==> src/assert_macros.svh <==
// assertion macros shared by the regulator rtl
`ifndef ASSERT_MACROS_SVH
`define ASSERT_MACROS_SVH

// property checked on every rising clock edge outside reset
`define PVSOR_ASSERT(label, clk, rst_n, prop, msg) \
  label: assert property (@(posedge clk) disable iff (!rst_n) prop) \
    else $error(msg);

// condition that must never hold outside reset
`define PVSOR_ASSERT_NEVER(label, clk, rst_n, cond, msg) \
  `PVSOR_ASSERT(label, clk, rst_n, !(cond), msg)

`endif

==> src/pvsor_pkg.sv <==
// types and constants of the surplus output regulator
package pvsor_pkg;

  // field widths
  localparam int unsigned PCT_W     = 7;
  localparam int unsigned BUDGET_W  = 16;
  localparam int unsigned CFG_W     = 16;
  localparam int unsigned CFG_IDX_W = 2;

  // step datapath widths: gain*100 fits 23 bits, times |budget| 39 bits
  localparam int unsigned GAIN100_W = 23;
  localparam int unsigned NUM_W     = GAIN100_W + BUDGET_W;
  // low byte of the product drops out (Q8.8 gain), the rest is divided
  localparam int unsigned FRAC_W    = 8;
  localparam int unsigned DVD_W     = NUM_W - FRAC_W;
  localparam int unsigned CNT_W     = $clog2(DVD_W);
  localparam int unsigned SAT_W     = PCT_W + 1;

  localparam logic [PCT_W-1:0] PCT_MAX = 7'd100;

  // configuration register indexes
  localparam logic [CFG_IDX_W-1:0] REG_BUDGET_MODE   = 2'd0;
  localparam logic [CFG_IDX_W-1:0] REG_POWER_RATING  = 2'd1;
  localparam logic [CFG_IDX_W-1:0] REG_BUDGET_MARGIN = 2'd2;
  localparam logic [CFG_IDX_W-1:0] REG_ERROR_GAIN    = 2'd3;

  // register reset values
  localparam logic [CFG_W-1:0] RATING_RST = 16'd2000;
  localparam logic [CFG_W-1:0] GAIN_RST   = 16'd256;

  typedef struct packed {
    logic signed [BUDGET_W-1:0] power_budget;
    logic [PCT_W-1:0]           target_percent;
    logic                       ctrl_enable;
    logic                       watchdog_kick;
  } in_item_t;

  typedef struct packed {
    logic [PCT_W-1:0] output_percent;
    logic             output_changed;
    logic             watchdog_tripped;
  } out_item_t;

  typedef struct packed {
    logic [CFG_IDX_W-1:0] index;
    logic [CFG_W-1:0]     wdata;
  } cfg_wr_t;

endpackage

==> src/pvsor_chan_if.sv <==
// valid/ready channel carrying one payload beat
interface pvsor_chan_if #(
  parameter type T = logic
);
  logic valid;
  logic ready;
  T     data;

  modport source (output valid, output data, input ready);
  modport sink   (input valid, input data, output ready);
endinterface

==> src/pv_surplus_output_regulator_unit.sv <==
// surplus power output regulator: watchdog, ramps and bit-serial budget step
//
//   channel | dir | beat
//   in_i    | in  | power_budget, target_percent, ctrl_enable, watchdog_kick
//   out_o   | out | output_percent, output_changed, watchdog_tripped
//   cfg_i   | in  | register index and write data, always ready
//
// sequence: ramps, deadband and percent mode go from accept to finish; with the
//   budget step: accept, shift-add multiply (one budget bit each, all 16), one
//   dividend load, restoring divide (one quotient bit each, all 31), apply, finish
// reset: asynchronous, clears drive, watchdog counters and loads register defaults
// stalls: a new tick is taken while a finished result waits at out_o; the
//   finish step holds until the output register is free
`include "assert_macros.svh"

module pv_surplus_output_regulator_unit #(
  parameter int unsigned TIMEOUT_TICKS  = 300,
  parameter int unsigned RECOVERY_TICKS = 50
) (
  input  logic                clk_i,
  input  logic                rst_ni,
  pvsor_chan_if.sink          in_i,
  pvsor_chan_if.source        out_o,
  pvsor_chan_if.sink          cfg_i
);

  localparam int unsigned SW = $clog2(TIMEOUT_TICKS + 1);
  localparam int unsigned RW = $clog2(RECOVERY_TICKS + 1);

  typedef enum logic [2:0] {
    ST_IDLE,
    ST_MUL,
    ST_LOAD,
    ST_DIV,
    ST_APPLY,
    ST_FINISH
  } state_e;

  state_e state_q;

  // configuration registers
  logic                        mode_q;
  logic [pvsor_pkg::CFG_W-1:0] rating_q;
  logic [pvsor_pkg::CFG_W-1:0] margin_q;
  logic [pvsor_pkg::CFG_W-1:0] gain_q;

  // regulator state
  logic [pvsor_pkg::PCT_W-1:0] drive_q;
  logic [pvsor_pkg::PCT_W-1:0] old_q;
  logic [SW-1:0]               silence_q;
  logic [RW-1:0]               recovery_q;

  // serial step datapath
  logic [pvsor_pkg::NUM_W-1:0]    acc_q;
  logic [pvsor_pkg::NUM_W-1:0]    mcand_q;
  logic [pvsor_pkg::BUDGET_W-1:0] mplier_q;
  logic [pvsor_pkg::DVD_W-1:0]    dvd_q;
  logic [pvsor_pkg::CFG_W-1:0]    rem_q;
  logic [pvsor_pkg::CNT_W-1:0]    cnt_q;
  logic                           neg_q;
  logic                           sticky_q;

  // output register
  logic                 out_valid_q;
  pvsor_pkg::out_item_t out_data_q;

  logic in_accept;
  assign in_accept = in_i.valid && in_i.ready;

  // finished tick moves into the output register
  logic out_load;
  assign out_load = (state_q == ST_FINISH) && (!out_valid_q || out_o.ready);

  // handshakes
  assign in_i.ready  = (state_q == ST_IDLE);
  assign cfg_i.ready = 1'b1;
  assign out_o.valid = out_valid_q;
  assign out_o.data  = out_data_q;

  // tick decode: watchdog service and target saturation
  logic [SW-1:0]                  sil_kick;
  logic [SW-1:0]                  sil_d;
  logic [RW-1:0]                  rec_d;
  logic [pvsor_pkg::PCT_W-1:0]    tgt;
  logic [pvsor_pkg::BUDGET_W-1:0] mag;
  logic [pvsor_pkg::GAIN100_W-1:0] gain100;

  always_comb begin
    sil_kick = in_i.data.watchdog_kick ? '0 : silence_q;
    if (sil_kick < SW'(TIMEOUT_TICKS)) begin
      sil_d = sil_kick + SW'(1);
      rec_d = (recovery_q != '0) ? recovery_q - RW'(1) : recovery_q;
    end else begin
      sil_d = sil_kick;
      rec_d = RW'(RECOVERY_TICKS);
    end
    tgt = (in_i.data.target_percent > pvsor_pkg::PCT_MAX) ? pvsor_pkg::PCT_MAX
                                                          : in_i.data.target_percent;
    mag = in_i.data.power_budget[pvsor_pkg::BUDGET_W-1]
          ? (~in_i.data.power_budget) + pvsor_pkg::BUDGET_W'(1)
          : in_i.data.power_budget;
    // gain * 100 = gain*64 + gain*32 + gain*4
    gain100 = (pvsor_pkg::GAIN100_W'(gain_q) << 6) + (pvsor_pkg::GAIN100_W'(gain_q) << 5)
            + (pvsor_pkg::GAIN100_W'(gain_q) << 2);
  end

  // one restoring divide step
  logic [pvsor_pkg::CFG_W-1:0] divisor;
  logic [pvsor_pkg::CFG_W:0]   rem_shift;
  logic [pvsor_pkg::CFG_W:0]   rem_trial;
  logic                        qbit;

  always_comb begin
    divisor   = (rating_q == '0) ? pvsor_pkg::CFG_W'(1) : rating_q;
    rem_shift = {rem_q, dvd_q[pvsor_pkg::DVD_W-1]};
    rem_trial = rem_shift - {1'b0, divisor};
    qbit      = !rem_trial[pvsor_pkg::CFG_W];
  end

  // apply the finished step with truncation toward minus infinity and clamp
  logic [pvsor_pkg::SAT_W-1:0] qsat;
  logic [pvsor_pkg::SAT_W-1:0] qneg;
  logic [pvsor_pkg::SAT_W-1:0] sum;
  logic [pvsor_pkg::PCT_W-1:0] next_drive;

  always_comb begin
    qsat = (|dvd_q[pvsor_pkg::DVD_W-1:pvsor_pkg::PCT_W])
           ? {1'b0, {pvsor_pkg::PCT_W{1'b1}}}
           : {1'b0, dvd_q[pvsor_pkg::PCT_W-1:0]};
    qneg = qsat + pvsor_pkg::SAT_W'(sticky_q || (rem_q != '0));
    sum  = {1'b0, drive_q} + qsat;
    if (!neg_q) begin
      next_drive = (sum > {1'b0, pvsor_pkg::PCT_MAX}) ? pvsor_pkg::PCT_MAX
                                                      : sum[pvsor_pkg::PCT_W-1:0];
    end else if ({1'b0, drive_q} >= qneg) begin
      next_drive = drive_q - qneg[pvsor_pkg::PCT_W-1:0];
    end else begin
      next_drive = '0;
    end
  end

  // configuration writes
  always_ff @(posedge clk_i or negedge rst_ni) begin
    if (!rst_ni) begin
      mode_q   <= 1'b1;
      rating_q <= pvsor_pkg::RATING_RST;
      margin_q <= '0;
      gain_q   <= pvsor_pkg::GAIN_RST;
    end else if (cfg_i.valid && cfg_i.ready) begin
      case (cfg_i.data.index)
        pvsor_pkg::REG_BUDGET_MODE:   mode_q   <= cfg_i.data.wdata[0];
        pvsor_pkg::REG_POWER_RATING:  rating_q <= cfg_i.data.wdata;
        pvsor_pkg::REG_BUDGET_MARGIN: margin_q <= cfg_i.data.wdata;
        pvsor_pkg::REG_ERROR_GAIN:    gain_q   <= cfg_i.data.wdata;
        default: ;
      endcase
    end
  end

  // sequencer, regulator state and output register
  always_ff @(posedge clk_i or negedge rst_ni) begin
    if (!rst_ni) begin
      state_q     <= ST_IDLE;
      drive_q     <= '0;
      old_q       <= '0;
      silence_q   <= '0;
      recovery_q  <= '0;
      out_valid_q <= 1'b0;
      out_data_q  <= '0;
      acc_q       <= '0;
      mcand_q     <= '0;
      mplier_q    <= '0;
      dvd_q       <= '0;
      rem_q       <= '0;
      cnt_q       <= '0;
      neg_q       <= 1'b0;
      sticky_q    <= 1'b0;
    end else begin
      if (out_load) begin
        out_valid_q <= 1'b1;
      end else if (out_valid_q && out_o.ready) begin
        out_valid_q <= 1'b0;
      end
      case (state_q)
        ST_IDLE: begin
          if (in_accept) begin
            old_q      <= drive_q;
            silence_q  <= sil_d;
            // a disabled controller in budget mode clears the recovery count
            recovery_q <= (mode_q && !in_i.data.ctrl_enable) ? '0 : rec_d;
            if (!mode_q) begin
              // percent mode: one step toward the target
              state_q <= ST_FINISH;
              if (tgt > drive_q) begin
                drive_q <= drive_q + pvsor_pkg::PCT_W'(1);
              end else if (tgt < drive_q) begin
                drive_q <= drive_q - pvsor_pkg::PCT_W'(1);
              end
            end else if ((rec_d != '0) || !in_i.data.ctrl_enable) begin
              // disabled or tripped: ramp down
              state_q <= ST_FINISH;
              if (drive_q != '0) begin
                drive_q <= drive_q - pvsor_pkg::PCT_W'(1);
              end
            end else if (mag > margin_q) begin
              // outside deadband: start the serial step
              acc_q    <= '0;
              mcand_q  <= pvsor_pkg::NUM_W'(gain100);
              mplier_q <= mag;
              neg_q    <= in_i.data.power_budget[pvsor_pkg::BUDGET_W-1];
              cnt_q    <= '0;
              state_q  <= ST_MUL;
            end else begin
              // inside deadband: drive holds
              state_q <= ST_FINISH;
            end
          end
        end
        ST_MUL: begin
          if (mplier_q[0]) begin
            acc_q <= acc_q + mcand_q;
          end
          mcand_q  <= mcand_q << 1;
          mplier_q <= mplier_q >> 1;
          cnt_q    <= cnt_q + pvsor_pkg::CNT_W'(1);
          if (cnt_q == pvsor_pkg::CNT_W'(pvsor_pkg::BUDGET_W - 1)) begin
            state_q <= ST_LOAD;
          end
        end
        ST_LOAD: begin
          // load the dividend above the fraction byte
          dvd_q    <= acc_q[pvsor_pkg::NUM_W-1:pvsor_pkg::FRAC_W];
          sticky_q <= |acc_q[pvsor_pkg::FRAC_W-1:0];
          rem_q    <= '0;
          cnt_q    <= '0;
          state_q  <= ST_DIV;
        end
        ST_DIV: begin
          rem_q <= qbit ? rem_trial[pvsor_pkg::CFG_W-1:0] : rem_shift[pvsor_pkg::CFG_W-1:0];
          dvd_q <= {dvd_q[pvsor_pkg::DVD_W-2:0], qbit};
          cnt_q <= cnt_q + pvsor_pkg::CNT_W'(1);
          if (cnt_q == pvsor_pkg::CNT_W'(pvsor_pkg::DVD_W - 1)) begin
            state_q <= ST_APPLY;
          end
        end
        ST_APPLY: begin
          drive_q <= next_drive;
          state_q <= ST_FINISH;
        end
        ST_FINISH: begin
          if (out_load) begin
            out_data_q.output_percent   <= drive_q;
            out_data_q.output_changed   <= (drive_q != old_q);
            out_data_q.watchdog_tripped <= (recovery_q != '0);
            state_q                     <= ST_IDLE;
          end
        end
        default: state_q <= ST_IDLE;
      endcase
    end
  end

  // checks
  `PVSOR_ASSERT_NEVER(a_drive_range, clk_i, rst_ni, drive_q > pvsor_pkg::PCT_MAX,
                      "drive above full scale")
  `PVSOR_ASSERT(a_drive_source, clk_i, rst_ni,
                !$stable(drive_q) |-> ($past(state_q) == ST_APPLY || $past(in_accept)),
                "drive moved outside a tick")
  `PVSOR_ASSERT(a_finish_loads, clk_i, rst_ni,
                (state_q == ST_FINISH && (!out_valid_q || out_o.ready))
                |=> (out_valid_q && state_q == ST_IDLE),
                "finished tick not presented")

endmodule

==> src/flat_wrapper.sv <==
// flat-port wrapper written by rule: the top's interface ports become plain ports
module pv_surplus_output_regulator_unit_flat 
#(
  parameter int unsigned TIMEOUT_TICKS  = 300,
  parameter int unsigned RECOVERY_TICKS = 50
)
  (clk_i, rst_ni, in_i_valid, in_i_data, in_i_ready, out_o_valid, out_o_data, out_o_ready, cfg_i_valid, cfg_i_data, cfg_i_ready);
  pvsor_chan_if #(.T(pvsor_pkg::in_item_t)) in_i_i ();
  pvsor_chan_if #(.T(pvsor_pkg::out_item_t)) out_o_i ();
  pvsor_chan_if #(.T(pvsor_pkg::cfg_wr_t)) cfg_i_i ();
  input  logic clk_i;
  input  logic rst_ni;
  input wire logic [$bits(in_i_i.valid)-1:0] in_i_valid;
  input wire logic [$bits(in_i_i.data)-1:0] in_i_data;
  output wire logic [$bits(in_i_i.ready)-1:0] in_i_ready;
  output wire logic [$bits(out_o_i.valid)-1:0] out_o_valid;
  output wire logic [$bits(out_o_i.data)-1:0] out_o_data;
  input wire logic [$bits(out_o_i.ready)-1:0] out_o_ready;
  input wire logic [$bits(cfg_i_i.valid)-1:0] cfg_i_valid;
  input wire logic [$bits(cfg_i_i.data)-1:0] cfg_i_data;
  output wire logic [$bits(cfg_i_i.ready)-1:0] cfg_i_ready;
  assign in_i_i.valid = in_i_valid;
  assign in_i_i.data = in_i_data;
  assign in_i_ready = in_i_i.ready;
  assign out_o_valid = out_o_i.valid;
  assign out_o_data = out_o_i.data;
  assign out_o_i.ready = out_o_ready;
  assign cfg_i_i.valid = cfg_i_valid;
  assign cfg_i_i.data = cfg_i_data;
  assign cfg_i_ready = cfg_i_i.ready;
  pv_surplus_output_regulator_unit #(.TIMEOUT_TICKS(TIMEOUT_TICKS), .RECOVERY_TICKS(RECOVERY_TICKS)) u_core (.clk_i(clk_i), .rst_ni(rst_ni), .in_i(in_i_i), .out_o(out_o_i), .cfg_i(cfg_i_i));
endmodule
==> config.mk <==
export PLATFORM = sky130hd
export DESIGN_NAME = pv_surplus_output_regulator_unit_flat
export DESIGN_NICKNAME = d
export VERILOG_FILES = /design/src/pvsor_pkg.sv /design/src/pvsor_chan_if.sv /design/src/pv_surplus_output_regulator_unit.sv /design/src/flat_wrapper.sv
export VERILOG_INCLUDE_DIRS = /design/src /design/src/src
export SDC_FILE = /design/constraint.sdc
export NUM_CORES = 1
export LEC_CHECK = 0
export ABC_CLOCK_PERIOD_IN_PS = 3800
export BUFFER_PORTS_ARGS = -buffer_cell sky130_fd_sc_hd__clkbuf_2
export CORE_MARGIN = 3
export CORE_UTILIZATION = 57
export CTS_CLUSTER_DIAMETER = 80
export DETAILED_ROUTE_END_ITERATION = 10
export GPL_TIMING_DRIVEN = 0
export PLACE_DENSITY = 0.77
export SETUP_SLACK_MARGIN = 0.2
export SLEW_MARGIN = 5
export SYNTH_ARGS = -nofsm -noshare
export SYNTH_HDL_FRONTEND = slang
export SYNTH_SLANG_ARGS = --single-unit
==> constraint.sdc <==
create_clock -name clk_i -period 3.8 [get_ports clk_i]
set_input_delay 0.19 -clock clk_i [delete_from_list [all_inputs] [get_ports clk_i]]
set_output_delay 0.19 -clock clk_i [all_outputs]
set_load 0.02 [all_outputs]
## Word level (Yosys, flattened, before mapping)

Index checks and enable logic that the tools add are counted.

- Register bits: 239
- Latch bits: 0
- Bits in writable memories: 0
- Bits in read-only memories: 0
- Bits of input ports: 48
- Output and inout port bits: 12
- Word-level logic and storage cells: 155
- Memories: 0

- $add $sub $neg: 13
- $mul: 0
- Divide/modulo/power cells: 0
- $lt $le $gt $ge: 7
- Equality and inequality tests: 22
- Shift-type cells: 0
- Muxes and demuxes: 53
- Bitwise logic cells: 2
- Reduce and logical (&&, ||, !) cells: 37

Operators by type and width:

| cell | count |
|---|---|
| $mux W39 | 9 |
| $pmux W39 S2 | 2 |
| $mux W16 | 7 |
| $mux W7 | 11 |
| $pmux W16 S2 | 2 |
| $pmux W31 S2 | 1 |
| $add A39 B39 Y39 | 1 |
| $reduce_or A24 Y1 | 1 |
| $add A22 B21 Y23 | 1 |
| $add A23 B18 Y23 | 1 |
| $mux W3 | 7 |
| $mux W5 | 4 |
| $reduce_and A5 Y1 | 4 |
| $mux W6 | 3 |
| $mux W9 | 2 |
| $pmux W3 S6 | 1 |
| $sub A17 B16 Y17 | 1 |
| $add A16 B2 Y16 const B | 1 |
| $gt A16 B16 Y1 | 1 |
| $logic_not A16 Y1 | 1 |
| $not A16 Y16 | 1 |
| $reduce_bool A16 Y1 | 1 |
| $pmux W5 S3 | 1 |
| $pmux W7 S2 | 1 |
| 42 further kinds | 69 |

## Logic depth before layout (Yosys ltp)

Gate-level depths: netlist of the first run.

- Depth in word-level cells: 9
- Depth in mapped cells: 17
- Mapped depth without buffers: 17

## Worst setup path before layout of the first run

Ideal clock, no wire load.

- Path kind: register to register
- Start point: register u_core.dvd_q[26] in the netlist's numbering
- End point: register u_core.drive_q[1] in the netlist's numbering
- Setup time: 0.135 ns
- Data arrival time: 3.723 ns
- Data required time: 3.665 ns
- Slack: -0.058 ns
- Cell stages (with the launch flop): 18
- Path buffers: 0
- Clock period less this slack: 3.858 ns
- Cell sequence: dfrtp_1 > nor4_1 > and4_1 > nand3_1 > or2_2 > ha_1 > ha_1 > inv_1 > fa_1 > a21o_1 > a21oi_1 > o21bai_1 > a211o_1 > a21oi_1 > nor2_1 > a32o_1 > a21oi_1 > o21ai_0

- Cells in the longest elaborated chain, start to end: 7
- Elaborated cells on any way between the ends: 11
- Those cells by class: 3 x add/sub; 2 x order compare; 5 x mux; 1 x reduce/logical

RTL lines:

| what | line | RTL |
|---|---|---|
| start, declared | pv_surplus_output_regulator_unit.sv:57 | `logic [pvsor_pkg::DVD_W-1:0] dvd_q;` |
| start signal, assigned | pv_surplus_output_regulator_unit.sv:232 | `dvd_q <= acc_q[pvsor_pkg::NUM_W-1:pvsor_pkg::FRAC_W];` |
| start signal, assigned | pv_surplus_output_regulator_unit.sv:240 | `dvd_q <= {dvd_q[pvsor_pkg::DVD_W-2:0], qbit};` |
| $reduce_or A24 Y1 (*) | pv_surplus_output_regulator_unit.sv:127 | `qsat = (\|dvd_q[pvsor_pkg::DVD_W-1:pvsor_pkg::PCT_W])` |
| $mux W7 (*) | pv_surplus_output_regulator_unit.sv:128 | `? {1'b0, {pvsor_pkg::PCT_W{1'b1}}}` |
| $add A8 B1 Y8 / $add A7 B8 Y8 (equally long branches) | pv_surplus_output_regulator_unit.sv:130, pv_surplus_output_regulator_unit.sv:131 |  |
| $sub A7 B7 Y7, or another cell as far along | pv_surplus_output_regulator_unit.sv:136 | `next_drive = drive_q - qneg[pvsor_pkg::PCT_W-1:0];` |
| $mux W7 (on tied branches) | pv_surplus_output_regulator_unit.sv:135, pv_surplus_output_regulator_unit.sv:133 |  |
| $mux W7 (*) | pv_surplus_output_regulator_unit.sv:132 | `if (!neg_q) begin` |
| $pmux W7 S2 (*) | pv_surplus_output_regulator_unit.sv:184 | `case (state_q)` |
| end signal, assigned | pv_surplus_output_regulator_unit.sv:195 | `drive_q <= drive_q + pvsor_pkg::PCT_W'(1);` |
| end signal, assigned | pv_surplus_output_regulator_unit.sv:197 | `drive_q <= drive_q - pvsor_pkg::PCT_W'(1);` |
| end signal, assigned | pv_surplus_output_regulator_unit.sv:203 | `drive_q <= drive_q - pvsor_pkg::PCT_W'(1);` |
| end, declared | pv_surplus_output_regulator_unit.sv:48 | `logic [pvsor_pkg::PCT_W-1:0] drive_q;` |

Every way passes the cells marked *; elsewhere a longest branch is shown, timed or not.
A chain may end at the register's enable or synchronous reset.

## Final worst setup path of the first run

- Start point: register u_core.dvd_q[8] in the netlist's numbering
- End point: register u_core.drive_q[6] in the netlist's numbering

Same word-level chain as after synthesis.

==> results of run 1 <==
[cell type report]
class                      instances  area (um2)  area share, %
sequential                       235        5890           32.4
tap                              341         427           2.34
multi-input combinational       1324        9520           52.3
inverter                          77         292           1.60
buffer                            72         313           1.72
clock inverter                    18         277           1.52
clock buffer                      31         721           3.96
timing repair buffer             107         764           4.20
[logic make-up (layout without fill, tap and decap cells)]
family / after synthesis / count (layout) / share of synthesized area [%]
and+or+nand+nor: 531 / 531 / 16.4
AOI/OAI and AO/OA: 447 / 447 / 17.6
DFF: 235 / 235 / 37.5
buffers and inverters: 149 / 305 / 3.72
adders and majority gates: 137 / 137 / 11.7
muxes: 117 / 117 / 7.92
xor gates and xnor gates: 91 / 91 / 5.13
other: 1 / 1 / 0.0239
[cells in the mapped netlist (18+ instances only)]
| cell type | instances |
|---|---|
| mux2i_1 | 60 |
| a21oi_1 | 76 |
| nor2b_1 | 23 |
| nor2_1 | 64 |
| clkbuf_1 | 55 |
| mux2_2 | 57 |
| a31oi_1 | 26 |
| o21ai_0 | 178 |
| o31ai_1 | 18 |
| inv_1 | 77 |
| nand2_1 | 218 |
| a21o_1 | 41 |
| ha_1 | 120 |
| nand3_1 | 66 |
| nor4_1 | 20 |
| xnor2_1 | 54 |
| nor3_1 | 29 |
| nand2b_1 | 18 |
| dfrtp_1 | 227 |
| xor2_1 | 36 |
[sequential cells by signal, indices dropped and copies added (netlist names)]
name	flops
u_core.acc_q	37
u_core.out_o.valid	1
u_core.gain_q	16
u_core.recovery_q	6
u_core.drive_q	7
u_core.silence_q	9
u_core.neg_q	1
u_core.out_o.data	9
u_core.old_q	7
u_core.mplier_q	16
u_core.margin_q	16
u_core.mcand_q	37
u_core.rating_q	16
u_core.dvd_q	31
u_core.cnt_q	5
u_core.rem_q	16
u_core.sticky_q	1
u_core.mode_q	1
u_core.state_q	3
[timing repair]
action	CTS	global route
hold buffers	19	0
hold endpoints to repair	104	0
pin swaps	29	18
resized for setup	47	39
setup endpoints to repair	93	98
gates cloned	1	0
buffers inserted	20	8
[worst min-delay path: stages]
cell and delay, ns:
clkbuf_2 0.11, nor4_2 0.07, a21o_1 0.15
[metrics by stage]
step / power, mW / setup slack [ns]
final: 17.7 / -0.158
after floorplan: 11.1 / 0.226
after detailed placement: 13.3 / -1.01
after global routing: 19.0 / -0.297
after global placement: 13.0 / -2.19
after CTS: 17.1 / -0.102
[layout by cell type (no fill, tap or decap), types with 8 or more instances in the layout]
cell,synthesis,final
a211oi_1,15,14
a21o_1,41,41
a21oi_1,76,72
a31oi_1,26,26
and2_1,13,13
and3_1,11,10
buf_4,3,30
clkbuf_1,55,52
clkbuf_16,0,27
clkbuf_2,0,60
dfrtp_1,227,227
dfstp_2,8,8
dlygate4sd3_1,0,19
fa_1,17,14
ha_1,120,114
inv_1,77,74
mux2_2,57,57
mux2i_1,60,59
nand2_1,218,217
nand2b_1,18,18
nand3_1,66,65
nand4_1,17,17
nor2_1,64,62
nor2b_1,23,23
nor3_1,29,28
nor3b_1,8,8
nor4_1,20,12
o21a_1,11,11
o21ai_0,178,165
o21ai_1,4,17
o21bai_1,13,13
o31ai_1,18,16
or2_2,14,13
xnor2_1,54,54
xor2_1,36,36
[path summary, 6_finish.rpt]
kind / end / cells past startpoint / slack, ns / start
min in group asynchronous: u_core.silence_q[6] / 2 / 0.19 / rst_ni
worst max register to register: u_core.drive_q[6] / 18 / -0.16 / u_core.dvd_q[8]
max in group asynchronous: u_core.dvd_q[20] / 3 / 2.69 / rst_ni
worst min-delay path: u_core.mplier_q[15] / 3 / 0.02 / in_i_data[23]
worst max-delay path: u_core.drive_q[6] / 18 / -0.16 / u_core.dvd_q[8]
worst min register to register: u_core.silence_q[8] / 1 / 0.49 / u_core.silence_q[8]
[metal layers]
metal / global-route usage, % / up-vias / share of wire [%]
li1: - / 6417 / -
met1: 37.8 / 6658 / 44
met2: 46.3 / 434 / 48
met3: 3.11 / 96 / 5.3
met4: 8.75 / 0 / 3.0
met5: 0 / - / 0
[report_power, final]
part / switching (mW) / internal (mW) / total, mW
clock network: 1.08 / 1.83 / 2.91
logic: 5.84 / 4.65 / 10.5
registers: 0.932 / 3.35 / 4.29
==> flow_metrics.tcl, run 1 <==
set metrics [dict create \
    outcome "finished, violations left" \
    violations "negative setup slack" \
    avgRoutedWirePerCell_um 18.4 \
    min-delay-path-class "input pin to flop" \
    core_um2 27000 \
    post-route-min-period_ns 3.96 \
    rsz0062_at_grt "true" \
    drtIter0Drc 1200 \
    syn_to_final_growth_pct 16.0 \
    cp_max_fo 7 \
    root_buffer "clkbuf_16" \
    cts_buffers 27 \
    n_antenna_cell 0 \
    slew_violations 0 \
    tightest_slew_ns 0.923 \
    stdcell_area_um2 18200 \
    rows 60 \
    yosysSeqAreaShare_pct 37.5 \
    post-synth-top-area-cell "dfrtp_1" \
    dp_hpwl_um 29300 \
    period_share_pct 104 \
    fin_skew_ns 0.00938 \
    whs_ns 0.0237 \
    io_buffers 57 \
    netlist_area_um2 15700 \
    crit_path_top_delay_cell "dfrtp_1" \
    cts_tree "built" \
    hold_viol 0 \
    ys.flop_type "dfrtp_1" \
    crit_path_cell_trace "nor4_4, and4_4, nand3_4, or2_4, ha_4, ha_4, inv_4, fa_2, a21o_1, a21oi_2, o21bai_1, a211o_1, a21oi_4, buf_4, o31ai_2, o311a_1, a31oi_1, o2bb2ai_1" \
    grt_max_degree 111 \
    drive_above_1_share_pct 15.2 \
    setup_viol 7 \
    drtPass1Iterations 5 \
    max_cap_viol_count 0 \
    grt_pass1_vias 13400 \
    ys.warnings.count 0 \
    post_dp_cell_area_um2 16500 \
    power.leakage_nw 8.41 \
    vias 13600 \
    fmax_mhz 253 \
    drtAntennaViolNets 0 \
    die_x_um 172 \
    nets 2029 \
    ys_ff_latch 235 \
    synthArstFlopShare_pct 100 \
    wl_um 40600 \
    cts_sinks 235 \
    insertion_delay_ns 0.53 \
    die_y_um 172 \
    path_common_cell "ha_4" \
    final_cells 2205 \
    grt_pass1_wl_um 66900 \
    worstPathRequired_ns 4.20 \
    avgSynthCellArea_um2 9.18 \
    worst_ep_arrival_time_ns 4.36 \
    clk_pin_slew_worst_paths_ns 0.06 \
    ir_drop_v 0.000538 \
    htreeDepth 1 \
    synth_edf_count 0 \
    synthCells 1708 \
    antenna_found_initial 0 \
    initial_utilization_pct 58.0 \
    placedCellCount 2108 \
    slowest_delay_ns 0.43 \
    setup_tns_ns -0.663 \
    drc 0 \
    layout.core_utilization_pct 67.4 \
    gp_congestion 0.948 \
    end_kind "flop" \
    boundaryPins 60 \
    dieArea_um2 29500 \
    timing.critical_path.buf_inv 2 \
    clk_path_buf_depth 3 \
    vias_per_cell 6.17 \
    crit_type "flop to flop" \
    grtUsageTotal_pct 27.6 \
    maxSlewHeadroom_pct 38.1 \
    crit_family "compound AO/OA/AOI/OAI gates" \
    grt_overflow 0 \
    start_kind "flop" \
    yosysUniqueCellTypes 75 \
    cellPowerDensity_nw_per_um2 972 \
    worst_slack_ns -0.158 \
    fill_cells 2043 \
    synthTopCellsByArea "dfrtp_1 36%, ha_1 9.6%, o21ai_0 5.7%" \
    syn_nets 1893 \
    synth_top_area_share_pct 36.2 \
]
Note: power is estimated with default switching activity, not from simulation.
==> run 2, diff against run 1 <==
- MAX_ROUTING_LAYER: not set -> met4
==> flow_metrics.tcl, run 2 (synthesis results as in run 1) <==
set metrics [dict create \
    fmax_mhz 252 \
    route.met3.wl_um 2600 \
    outcome "finished, violations left" \
    die_y_um 172 \
    rsz0062_at_grt "true" \
    place_ws_ns -1.04 \
    boundaryPins 60 \
    worst_slack_ns -0.164 \
    setup_viol 7 \
    drive_above_1_share_pct 15.8 \
    crit_path_cell_trace "nor4_4, and4_4, nand3_4, or2_4, ha_4, ha_4, inv_4, fa_2, a21o_1, a21oi_2, o21bai_1, a211o_1, a21oi_2, buf_4, o31ai_2, o311a_1, a31oi_1, o2bb2ai_1" \
    gp_congestion 0.941 \
    violations "negative setup slack" \
    cts_buffers 28 \
    grt_pass1_vias 13300 \
    vias 13600 \
    slew_violations 0 \
    worst_ep_arrival_time_ns 4.37 \
    path_depth 18 \
    period_share_pct 104 \
    r2r_cells 18 \
    rows 60 \
    min-delay-path-class "input pin to flop" \
    hold_start "cfg_i_data[16]" \
    wl_met1_um 17800 \
    initial_utilization_pct 58.0 \
    nets 2039 \
    start_kind "flop" \
    biggestRegsByFlops "u_core.acc_q (37), u_core.mcand_q (37), u_core.dvd_q (31)" \
    rrSetupSlack_ns -0.16 \
    grt_max_degree 111 \
    vias_per_cell 6.15 \
    cts_sinks 235 \
    grt_pass1_wl_um 67000 \
    reg2reg_to "u_core.drive_q[6]" \
    io_buffers 57 \
    stdcell_area_um2 18400 \
    htreeDepth 1 \
    ir_drop_v 0.000516 \
    wl_um 41300 \
    final_cells 2218 \
    maxSlewHeadroom_pct 40.0 \
    root_buffer "clkbuf_16" \
    antenna_found_initial 1 \
    syn_to_final_growth_pct 17.1 \
    reg2reg_from "u_core.dvd_q[9]" \
    routed.top_layer "met4" \
    power.leakage_nw 8.48 \
    crit_path_end "u_core.drive_q[6]" \
    crit_type "flop to flop" \
    placedCellCount 2108 \
    post-route-min-period_ns 3.96 \
    grtUsageTotal_pct 28.6 \
    drtAntennaViolNets 0 \
    insertion_delay_ns 0.56 \
    crit_path_top_delay_cell "dfrtp_1" \
    worstPathRequired_ns 4.20 \
    layout.core_utilization_pct 68.0 \
    die_x_um 172 \
    cellPowerDensity_nw_per_um2 965 \
    dr_wl_met2_um 19500 \
    cts_tree "built" \
    end_kind "flop" \
    core_um2 27000 \
    timing.critical_path.buf_inv 2 \
    clk_pin_slew_worst_paths_ns 0.06 \
    cp_max_fo 4 \
    post_dp_cell_area_um2 16500 \
    grt_overflow 0 \
    holdPathStages 3 \
    power_mw 17.7 \
    hold_viol 0 \
    dp_hpwl_um 29800 \
    drtPass1Iterations 6 \
    max_cap_viol_count 0 \
    dieArea_um2 29500 \
    slowest_delay_ns 0.42 \
    final_common_cell "dfrtp_1" \
    drc 0 \
    avgRoutedWirePerCell_um 18.6 \
    crit_family "compound AO/OA/AOI/OAI gates" \
    cp-startpoint "u_core.dvd_q[9]" \
    fin_skew_ns 0.0344 \
    drtIter0Drc 993 \
    mostFrequentLayoutCells "227 x dfrtp_1, 216 x nand2_1, 158 x o21ai_0" \
    tightest_slew_ns 0.894 \
    clk_path_buf_depth 3 \
]
run 2: changes by cell type in the layout (fill, tap and decap cells not counted), moves of 3 or more:
cell and delta:
clkbuf_1 +6, mux2i_2 +3, o21ai_0 -7, mux2i_1 -3
o21ai_1 +6, nor4_2 +3, buf_4 +3, nor4_1 -3
run 2: worst reg2reg max path: stages (launching register included):
cell and delay (ns):
dfrtp_1 0.42, nor4_4 0.38, and4_4 0.33, nand3_4 0.09
or2_4 0.28, ha_4 0.18, ha_4 0.27, inv_4 0.03
fa_2 0.33, a21o_1 0.20, a21oi_2 0.18, o21bai_1 0.10
a211o_1 0.28, a21oi_2 0.17, buf_4 0.15, o31ai_2 0.06
o311a_1 0.17, a31oi_1 0.15, o2bb2ai_1 0.08
run 2: layout make-up:
class	instances	area, um2
Antenna cell	1	2.50
Buffer	72	305
Clock buffer	37	774
Clock inverter	15	243
Fill cell	2078	8660
Inverter	77	292
Multi-Input combinational cell	1325	9560
Sequential cell	235	5890
Tap cell	341	427
Timing Repair Buffer	115	873
run 2: what timing repair did:
action	in CTS	in global routing
gates resized for setup	68	28
pin swaps	35	25
setup buffers	24	10
endpoints found under the hold margin	106	0
setup endpoints to repair	95	53
hold buffers	20	0
cloned	3	0
run 2: where the power goes:
group	total [mW]	leakage (nW)	switching, mW	internal [mW]
registers	4.29	2.94	0.937	3.36
clock network	2.93	0.500	1.09	1.84
logic	10.5	5.04	5.82	4.67
total	17.7	8.48	7.85	9.87
run 2: worst min path at each step:
stage	endpoint
after floorplan	u_core.acc_q[10]
after global placement	u_core.mplier_q[9]
after detailed placement	u_core.silence_q[4]
after CTS	u_core.state_q[0]
after global routing	u_core.mode_q
final	u_core.mode_q
run 2: metal layers:
metal  track usage [%]  up-vias
li1                  -     6444
met1              37.2     6636
met2              46.1      444
met3              4.53      111
met4              9.82        0
met5                 -        -
run 2: through the flow:
stage	hold WS [ns]	TNS [ns]
CTS	0.0433	-0.286
detailed placement	0.195	-54.58
global route	0.0465	-1.47
floorplan	-0.106	0
global placement	0.462	-545.51
finish	0.0568	-0.567
